===== config.mk =====
export PLATFORM = sky130hd
export DESIGN_NAME = rgb_led_pwm_breathing_controller
export DESIGN_NICKNAME = d
export VERILOG_FILES = /design/src/design/rgbpwm_pkg.sv /design/src/design/rgb_led_pwm_breathing_controller.sv
export SDC_FILE = /design/constraint.sdc
export NUM_CORES = 1
export LEC_CHECK = 0
export BUFFER_PORTS_ARGS = -buffer_cell sky130_fd_sc_hd__clkbuf_2
export CAP_MARGIN = 15
export CORE_ASPECT_RATIO = 1.2
export CORE_MARGIN = 5
export CORE_UTILIZATION = 68
export DETAILED_ROUTE_END_ITERATION = 7
export GPL_ROUTABILITY_DRIVEN = 0
export GPL_TIMING_DRIVEN = 1
export HOLD_SLACK_MARGIN = 0.02
export PLACE_DENSITY = 0.83
export SYNTH_ARGS = -nofsm -noshare
export SYNTH_HDL_FRONTEND = slang
export SYNTH_SLANG_ARGS = --single-unit
export TNS_END_PERCENT = 10

===== constraint.sdc =====
create_clock -name clk -period 8.4 [get_ports clk]
set_clock_uncertainty 0.15 [all_clocks]
set_input_delay 1.26 -clock clk [delete_from_list [all_inputs] [get_ports clk]]
set_output_delay 1.26 -clock clk [all_outputs]
set_load 0.005 [all_outputs]

===== src/design/rgbpwm_pkg.sv =====
package rgbpwm_pkg;

  localparam int CHANNELS_DEF  = 3;
  localparam int PWM_STEPS_DEF = 100;

  localparam int LEVEL_W    = 7;
  localparam int CHAR_W     = 8;
  localparam int CFG_IDX_W  = 2;
  localparam int CFG_DATA_W = 10;
  localparam int DELAY_W    = 34;

  localparam logic [CFG_DATA_W-1:0] RESET_TICK_US  = 10'd100;
  localparam logic [CFG_DATA_W-1:0] RESET_REFRESH  = 10'd300;
  localparam logic [DELAY_W-1:0]    RESET_DELAY_US = 34'd100000;

  localparam logic [CFG_IDX_W-1:0] REG_TICK_PERIOD    = 2'd0;
  localparam logic [CFG_IDX_W-1:0] REG_REFRESH_PERIOD = 2'd1;

  localparam logic OP_COMMAND = 1'b0;
  localparam logic OP_TICK    = 1'b1;

  localparam logic [CHAR_W-1:0] CHAR_R    = 8'h52;
  localparam logic [CHAR_W-1:0] CHAR_G    = 8'h47;
  localparam logic [CHAR_W-1:0] CHAR_B    = 8'h42;
  localparam logic [CHAR_W-1:0] CHAR_A    = 8'h41;
  localparam logic [CHAR_W-1:0] CHAR_E    = 8'h45;
  localparam logic [CHAR_W-1:0] CHAR_N    = 8'h4E;
  localparam logic [CHAR_W-1:0] CHAR_F    = 8'h46;
  localparam logic [CHAR_W-1:0] CHAR_ZERO = 8'h30;
  localparam logic [CHAR_W-1:0] CHAR_ONE  = 8'h31;
  localparam logic [CHAR_W-1:0] CHAR_NINE = 8'h39;

  typedef struct packed {
    logic              op;
    logic [CHAR_W-1:0] target_char;
    logic [CHAR_W-1:0] mode_char;
    logic [CHAR_W-1:0] arg_a;
    logic [CHAR_W-1:0] arg_b;
  } item_t;

  typedef struct packed {
    logic led_red;
    logic led_green;
    logic led_blue;
  } led_t;

  function automatic logic is_digit(input logic [CHAR_W-1:0] c);
    return (c >= CHAR_ZERO) && (c <= CHAR_NINE);
  endfunction

  function automatic logic [DELAY_W-1:0] pow10(input logic [3:0] e);
    logic [DELAY_W-1:0] p;
    case (e)
      4'd0:    p = 34'd1;
      4'd1:    p = 34'd10;
      4'd2:    p = 34'd100;
      4'd3:    p = 34'd1000;
      4'd4:    p = 34'd10000;
      4'd5:    p = 34'd100000;
      4'd6:    p = 34'd1000000;
      4'd7:    p = 34'd10000000;
      4'd8:    p = 34'd100000000;
      4'd9:    p = 34'd1000000000;
      default: p = '0;
    endcase
    return p;
  endfunction

endpackage


===== src/design/rgb_led_pwm_breathing_controller.sv =====
// RGB LED PWM controller with breathing. Each word on cmd is either a four-character
// command (channel R, G, B or A; then EN/EF, E<digit><exponent> for the effect delay,
// or a three-digit level capped at PWM_STEPS) or a timer tick. Every tick yields one
// word on pwm with the three LED bits; commands yield none. The block takes one word
// per clock while cmd_stall is low: it is held in the input register and applied to
// the state at an edge with no output stall, where its LED word enters the output
// register; a tick thus passes both registers before it shows on pwm. cmd_stall
// rises only while the input register holds a word and a finished LED word is
// stalled. cfg_ready is always high; write the registers only while the block is idle.
module rgb_led_pwm_breathing_controller #(
  parameter int CHANNELS  = rgbpwm_pkg::CHANNELS_DEF,
  parameter int PWM_STEPS = rgbpwm_pkg::PWM_STEPS_DEF
) (
  input  logic                                clk,
  input  logic                                rst,
  input  logic                                cmd_valid,
  output logic                                cmd_stall,
  input  rgbpwm_pkg::item_t                   cmd,
  output logic                                pwm_valid,
  input  logic                                pwm_stall,
  output rgbpwm_pkg::led_t                    pwm,
  input  logic                                cfg_valid,
  output logic                                cfg_ready,
  input  logic [rgbpwm_pkg::CFG_IDX_W-1:0]    cfg_index,
  input  logic [rgbpwm_pkg::CFG_DATA_W-1:0]   cfg_data
);
  import rgbpwm_pkg::*;

  localparam int CH_W      = (CHANNELS > 1) ? $clog2(CHANNELS) : 1;
  localparam int SUM_W     = $clog2(2 * CHANNELS) + 1;
  localparam int LED_LIMIT = (CHANNELS < 3) ? CHANNELS : 3;
  localparam logic [LEVEL_W-1:0] STEPS = LEVEL_W'(PWM_STEPS);
  localparam logic [SUM_W-1:0]   CH_N  = SUM_W'(CHANNELS);

  item_t                 in_q;
  logic                  in_q_valid;
  logic [CFG_DATA_W-1:0] tick_period_us;
  logic [CFG_DATA_W-1:0] refresh_period;
  logic [LEVEL_W-1:0]    commanded_level [CHANNELS];
  logic [LEVEL_W-1:0]    applied_level   [CHANNELS];
  logic [CHANNELS-1:0]   breathing_enabled;
  logic [LEVEL_W-1:0]    pwm_counter;
  logic [CFG_DATA_W-1:0] refresh_counter;
  logic [DELAY_W-1:0]    effect_delay_us;
  logic [DELAY_W-1:0]    elapsed_us;
  logic [LEVEL_W-1:0]    ramp_level;
  logic                  ramp_falling;
  logic [CH_W-1:0]       ramp_channel;

  logic hold, take, work, is_tick;

  logic [CHANNELS-1:0] target_mask;
  logic                target_ok;
  logic                a_dig, b_dig;
  logic                set_enable, set_delay, set_level;
  logic [CHAR_W-1:0]   level_raw;
  logic [LEVEL_W-1:0]  level_cap;
  logic [DELAY_W-1:0]  delay_next;

  logic [LEVEL_W-1:0]    applied_now [CHANNELS];
  led_t                  leds;
  logic [CFG_DATA_W:0]   refresh_inc;
  logic [CFG_DATA_W-1:0] refresh_counter_next;
  logic [LEVEL_W:0]      pwm_inc;
  logic [LEVEL_W-1:0]    pwm_counter_next;
  logic                  any_enabled;
  logic [DELAY_W-1:0]    elapsed_sum;
  logic                  step_due;

  logic [LEVEL_W-1:0] adv_level;
  logic               adv_falling;
  logic [SUM_W-1:0]   scan_pos;
  logic [SUM_W-1:0]   scan_wrap;
  logic [SUM_W-1:0]   hit_pos;
  logic [SUM_W-1:0]   hit_wrap_pos;
  logic [CH_W-1:0]    hit_ch;
  logic [SUM_W-1:0]   next_pos;
  logic               next_wraps;
  logic [CH_W-1:0]    ramp_channel_next;
  logic [LEVEL_W-1:0] write_level;

  assign hold      = pwm_valid & pwm_stall;
  assign cmd_stall = in_q_valid & hold;
  assign take      = cmd_valid & ~cmd_stall;
  assign work      = in_q_valid & ~hold;
  assign is_tick   = (in_q.op == OP_TICK);
  assign cfg_ready = 1'b1;

  // command decode
  always_comb begin
    target_mask = '0;
    for (int c = 0; c < CHANNELS; c++) begin
      case (in_q.target_char)
        CHAR_R:  target_mask[c] = (c == 0);
        CHAR_G:  target_mask[c] = (c == 1);
        CHAR_B:  target_mask[c] = (c == 2);
        CHAR_A:  target_mask[c] = 1'b1;
        default: target_mask[c] = 1'b0;
      endcase
    end
    target_ok  = |target_mask;
    a_dig      = is_digit(in_q.arg_a);
    b_dig      = is_digit(in_q.arg_b);
    set_enable = (in_q.mode_char == CHAR_E) &&
                 ((in_q.arg_a == CHAR_N) || (in_q.arg_a == CHAR_F));
    set_delay  = (in_q.mode_char == CHAR_E) && !set_enable && a_dig && b_dig;
    set_level  = ((in_q.mode_char == CHAR_ZERO) || (in_q.mode_char == CHAR_ONE)) &&
                 a_dig && b_dig;
    level_raw  = ((in_q.mode_char == CHAR_ONE) ? 8'd100 : 8'd0) +
                 CHAR_W'({4'd0, in_q.arg_a[3:0]} * 8'd10) +
                 CHAR_W'(in_q.arg_b[3:0]);
    level_cap  = (level_raw > CHAR_W'(PWM_STEPS)) ? STEPS : level_raw[LEVEL_W-1:0];
    delay_next = DELAY_W'(in_q.arg_a[3:0] * pow10(in_q.arg_b[3:0]));
  end

  // tick: latch, compare, count
  always_comb begin
    for (int c = 0; c < CHANNELS; c++) begin
      applied_now[c] = (refresh_counter == '0) ? commanded_level[c] : applied_level[c];
    end
    leds = '0;
    for (int c = 0; c < LED_LIMIT; c++) begin
      case (c)
        0:       leds.led_red   = (pwm_counter < applied_now[c]);
        1:       leds.led_green = (pwm_counter < applied_now[c]);
        default: leds.led_blue  = (pwm_counter < applied_now[c]);
      endcase
    end
    refresh_inc          = {1'b0, refresh_counter} + 1'b1;
    refresh_counter_next = (refresh_inc >= {1'b0, refresh_period}) ?
                           '0 : refresh_inc[CFG_DATA_W-1:0];
    pwm_inc              = {1'b0, pwm_counter} + 1'b1;
    pwm_counter_next     = (pwm_inc >= (LEVEL_W + 1)'(PWM_STEPS)) ?
                           '0 : pwm_inc[LEVEL_W-1:0];
    any_enabled          = |breathing_enabled;
    elapsed_sum          = elapsed_us + DELAY_W'(tick_period_us);
    step_due             = (elapsed_sum >= effect_delay_us);
  end

  // breathing ramp: next enabled channel at or after the current position
  always_comb begin
    if (!ramp_falling) begin
      adv_falling = (ramp_level >= STEPS);
      adv_level   = (ramp_level >= STEPS) ? STEPS : ramp_level + 1'b1;
    end else begin
      adv_falling = (ramp_level != '0);
      adv_level   = (ramp_level == '0) ? ramp_level : ramp_level - 1'b1;
    end
    hit_pos = SUM_W'(ramp_channel);
    for (int k = CHANNELS - 1; k >= 0; k--) begin
      scan_pos  = SUM_W'(ramp_channel) + SUM_W'(k);
      scan_wrap = (scan_pos >= CH_N) ? scan_pos - CH_N : scan_pos;
      if (breathing_enabled[scan_wrap[CH_W-1:0]]) begin
        hit_pos = scan_pos;
      end
    end
    hit_wrap_pos      = (hit_pos >= CH_N) ? hit_pos - CH_N : hit_pos;
    hit_ch            = hit_wrap_pos[CH_W-1:0];
    write_level       = (hit_pos >= CH_N) ? adv_level : ramp_level;
    next_pos          = hit_pos + 1'b1;
    next_wraps        = (next_pos >= CH_N);
    ramp_channel_next = next_wraps ? CH_W'(next_pos - CH_N) : CH_W'(next_pos);
  end

  always_ff @(posedge clk) begin
    if (rst) begin
      in_q_valid        <= 1'b0;
      pwm_valid         <= 1'b0;
      tick_period_us    <= RESET_TICK_US;
      refresh_period    <= RESET_REFRESH;
      breathing_enabled <= '0;
      pwm_counter       <= '0;
      refresh_counter   <= '0;
      effect_delay_us   <= RESET_DELAY_US;
      elapsed_us        <= '0;
      ramp_level        <= '0;
      ramp_falling      <= 1'b0;
      ramp_channel      <= '0;
      for (int c = 0; c < CHANNELS; c++) begin
        commanded_level[c] <= '0;
        applied_level[c]   <= '0;
      end
    end else begin
      if (take) begin
        in_q_valid <= 1'b1;
      end else if (work) begin
        in_q_valid <= 1'b0;
      end

      if (work && is_tick) begin
        pwm_valid <= 1'b1;
      end else if (!pwm_stall) begin
        pwm_valid <= 1'b0;
      end

      if (cfg_valid && cfg_ready) begin
        unique case (cfg_index)
          REG_TICK_PERIOD:    tick_period_us <= cfg_data;
          REG_REFRESH_PERIOD: refresh_period <= cfg_data;
          default: ;
        endcase
      end

      if (work && !is_tick && target_ok) begin
        if (set_delay) begin
          effect_delay_us <= delay_next;
        end
        for (int c = 0; c < CHANNELS; c++) begin
          if (target_mask[c] && set_enable) begin
            breathing_enabled[c] <= (in_q.arg_a == CHAR_N);
          end
          if (target_mask[c] && set_level) begin
            commanded_level[c] <= level_cap;
          end
        end
      end

      if (work && is_tick) begin
        for (int c = 0; c < CHANNELS; c++) begin
          applied_level[c] <= applied_now[c];
        end
        refresh_counter <= refresh_counter_next;
        pwm_counter     <= pwm_counter_next;
        if (!any_enabled) begin
          elapsed_us <= '0;
        end else if (!step_due) begin
          elapsed_us <= elapsed_sum;
        end else begin
          elapsed_us              <= '0;
          commanded_level[hit_ch] <= write_level;
          ramp_channel            <= ramp_channel_next;
          if (next_wraps) begin
            ramp_level   <= adv_level;
            ramp_falling <= adv_falling;
          end
        end
      end
    end
  end

  always_ff @(posedge clk) begin
    if (take) begin
      in_q <= cmd;
    end
    if (work && is_tick) begin
      pwm <= leds;
    end
  end

endmodule


==> run_results.csv <==
group,metric,value,unit
run_status,status,"finished clean",
global_routing,gr-usage-met1,0.323,
routing,drt_first_pass_iters,6,
worst_setup_path,cp.buffers_inverters,2,
floorplan,die_w,146,um
clocking,htreeDepth,1,
routing,post-route-drc-count,0,
power,p_clk_frac,0.427,
global_routing,grt.overflow.total,0,
power,seqPwrFrac,0.449,
finish,most-common-layout-cells,"224 x nand2_1, 143 x dfxtp_1, 141 x inv_1",
sta,hold_viol,0,
sta,finalCritPeriodShare,0.654,
floorplan,core,22200,sq um
clocking,post_cts_buffers,0,
worst_setup_path,crit_arrival,5790,ps
clocking,hold_buffers,0,
worst_setup_path,crit_path_max_fanout,45,
yosys,synth_warnings,0,
worst_setup_path,worst_setup_path_end_kind,"flop",
worst_setup_path,cp.required,8700,ps
yosys,syn_nets,1930,
yosys,synth.distinct_cells,82,
finish,n_antenna_cell,0,
routing,wl_per_cell,16.5,um
clocking,clk_latency,520,ps
yosys,synth_top_family_by_area,"adder cells",
yosys,synth_ff_type,"dfxtp_1",
worst_setup_path,slowest_delay,590,ps
sta,finalSetupTns,0,ps
global_routing,grt_usage,0.255,
power,switchingPower,0.000651,W
run,max_cap_viol_count,0,
yosys,synthAdderAreaFrac,0.196,
sta,slew_violations,0,
routing,wirelength,33100,um
clocking,cts_tree,"done",
yosys,synthCells,1679,
floorplan,die_y,174,um
floorplan,fp-row-count,60,
yosys,synth.area.top_cells,"dfxtp_1 19%, edfxtp_1 15%, ha_1 12%, fa_1 8.0%, nand2_1 5.5%",
finish,drive_above_1_share,0.0784,
global_routing,use_met3,0.0369,
yosys,ys_ff_latch,221,
sta,relSlewSlack,0.280,
clocking,cts-resized-gates,0,
worst_setup_path,worstPathCellList,"ha_1 > inv_1 > fa_1 > and2b_1 > o2111ai_1 > and3_4 > o31ai_4 > or3b_1 > nor2b_1 > xor2_1 > ha_1 > nand2_1 > o21ai_0 > a221oi_1 > o21ai_0 > a31oi_4 > and3_1 > buf_4 > o21ai_0 > a31oi_1",
routing,num_vias,12000,
sta,finalSetupViolCount,0,
yosys,yosysTopAreaCell,"dfxtp_1",
routing,vias_per_cell,5.99,
floorplan,boundaryPins,56,
place,port_buffers,54,
global_routing,antenna_found_initial,0,
yosys,synthSimpleGateAreaFrac,0.174,
worst_setup_path,start_kind,"flop",
global_routing,grt_pass1_wl,55400,um
sta,worst_pin_slew,1080,ps
yosys,synth_edf_count,78,
worst_setup_path,cpMostUsedCell,"o21ai_0",
floorplan,initial_utilization,0.684,
finish,nNetsFinal,1957,
worst_setup_path,setup.worst_path.class,"flop to flop",
yosys,synth_compound_area_frac,0.158,
finish,area_delta_synth_final,8.40,%
sta,rsz0062_at_grt,"false",
clocking,cts_buffer_depth,3,
global_routing,busiest_layer,"met2",
routing,drt_iter0_markers,851,
power,powerDensity,158,nW/um^2
clocking,cts_made_buffers,24,
finish,fill_cells,1593,
worst_setup_path,cp_top_family,"compound AO/OA/AOI/OAI gates",
sta,whs,300,ps
floorplan,dieArea,25400,sq um
power,switching_share,0.251,
yosys,async_flop_share,0,
place,dp_hpwl,24400,um
hold_path,min_path_type,"flop to flop",
yosys,synth_top_area_frac,0.188,
clocking,cts_root_buf,"clkbuf_16",
yosys,synth_xor_area_frac,0.0461,
power,leakagePower,7.50,nW
worst_setup_path,worst_path_max_delay_cell,"or3b_1",
power,p_int,0.00195,W
routing,antenna_left,0,
power,p_comb_frac,0.124,
yosys,synth.avg_cell_area,9.05,sq um
yosys,netlist_area,15200,sq um
yosys,synthMuxAreaShare,0.0293,
clocking,cts.sink_count,221,
global_routing,grt_use_met2,0.450,
finish,mostFrequentLayoutCell,"nand2_1",
power,vdd_drop_max,0.179,mV
global_routing,grt_max_degree,65,
sta,max_freq,182,MHz
global_routing,first_global_vias,11800,
sta,period_needed,5500,ps
yosys,ys_seq_area_frac,0.343,
clocking,clk_pin_slew,60,ps
==> cell usage after synthesis, types with 4 or more instances <==
cell type	count
nand2_1	224
dfxtp_1	143
inv_1	141
ha_1	140
a21oi_1	105
nor2_1	98
o21ai_0	84
edfxtp_1	78
fa_1	61
clkbuf_1	47
and2_1	46
mux2i_1	40
xnor2_1	40
xor2_1	40
nand3_1	36
a21o_1	35
nor3_1	32
a31oi_1	27
and3_1	20
nand2b_1	17
o211ai_1	17
a211oi_1	16
a22o_1	15
or3_1	15
o21a_1	13
nand4_1	11
o21bai_1	10
nor4_1	8
buf_1	7
nor2b_1	7
o21ai_1	6
o31ai_1	6
o22ai_1	5
or2_2	5
a221oi_1	4
buf_2	4
buf_6	4
mux2_2	4
nand3b_1	4
nor3b_1	4
or4_1	4
==> per-layer routing <==
metal / wire length, um / vias to the layer above
met5: 0 / -
met2: 16500 / 357
li1: - / 5892
met1: 13800 / 5658
met4: 948 / 0
met3: 1890 / 76
==> layout make-up <==
class / count / area [sq um] / share of cell area
Sequential cell: 221 / 5200 / 0.316
Clock inverter: 13 / 168 / 0.0102
Timing Repair Buffer: 66 / 380 / 0.0231
Inverter: 142 / 533 / 0.0324
Multi-Input combinational cell: 1251 / 9170 / 0.557
Tap cell: 279 / 349 / 0.0212
Clock buffer: 30 / 664 / 0.0403
==> logic make-up (layout without fill, tap and decap cells) <==
group | count (synthesis) | in the layout
flops | 221 | 221
buf+inv | 207 | 251
simple gates | 550 | 550
other cells | 1 | 1
fa+ha+maj | 201 | 201
compound gates | 375 | 375
mux | 44 | 44
xor+xnor | 80 | 80
==> through the flow <==
| step | cell area, sq um | setup slack, ps | util | total power, W | instances |
|---|---|---|---|---|---|
| finish | 16500 | 2900 | 0.741 | 0.00260 | 2002 |
| global route | 16500 | 2500 | 0.741 | 0.00271 | 2002 |
| CTS | 16400 | 2950 | 0.740 | 0.00261 | 2001 |
| detailed placement | 15600 | 2980 | 0.703 | 0.00151 | 1958 |
| global placement | 15600 | 3220 | 0.703 | 0.00149 | 1958 |
| floorplan | 15200 | 3500 | - | 0.00142 | 1679 |
==> power groups by stage <==
stage	Combinational [W]	Clock, W	Sequential (W)
floorplan	0.000246	0	0.00118
global placement	0.000304	0	0.00119
detailed placement	0.000316	0	0.00119
CTS	0.000320	0.00113	0.00117
global route	0.000365	0.00117	0.00117
finish	0.000321	0.00111	0.00117
==> worst paths after layout <==
| check | from | endpoint | slack, ps | depth (start not counted) |
|---|---|---|---|---|
| setup / recovery | tick_period_us[0] | elapsed_us[21] | 2900 | 20 |
| hold / removal | effect_delay_us[13] | effect_delay_us[13] | 300 | 2 |
| setup reg to reg | tick_period_us[0] | elapsed_us[21] | 2900 | 20 |
| hold reg to reg | effect_delay_us[13] | effect_delay_us[13] | 300 | 2 |
==> worst register-to-register path: cells and delay by family (launching register included) <==
family,cells,cell delay [ps]
XOR/XNOR,1,190
adder cells (fa/ha/maj),3,850
flip-flops,1,340
buffers and inverters,2,460
AO/OA/AOI/OAI,8,1870
AND/OR/NAND/NOR,6,1590
Power figures use the tool's default switching activity.
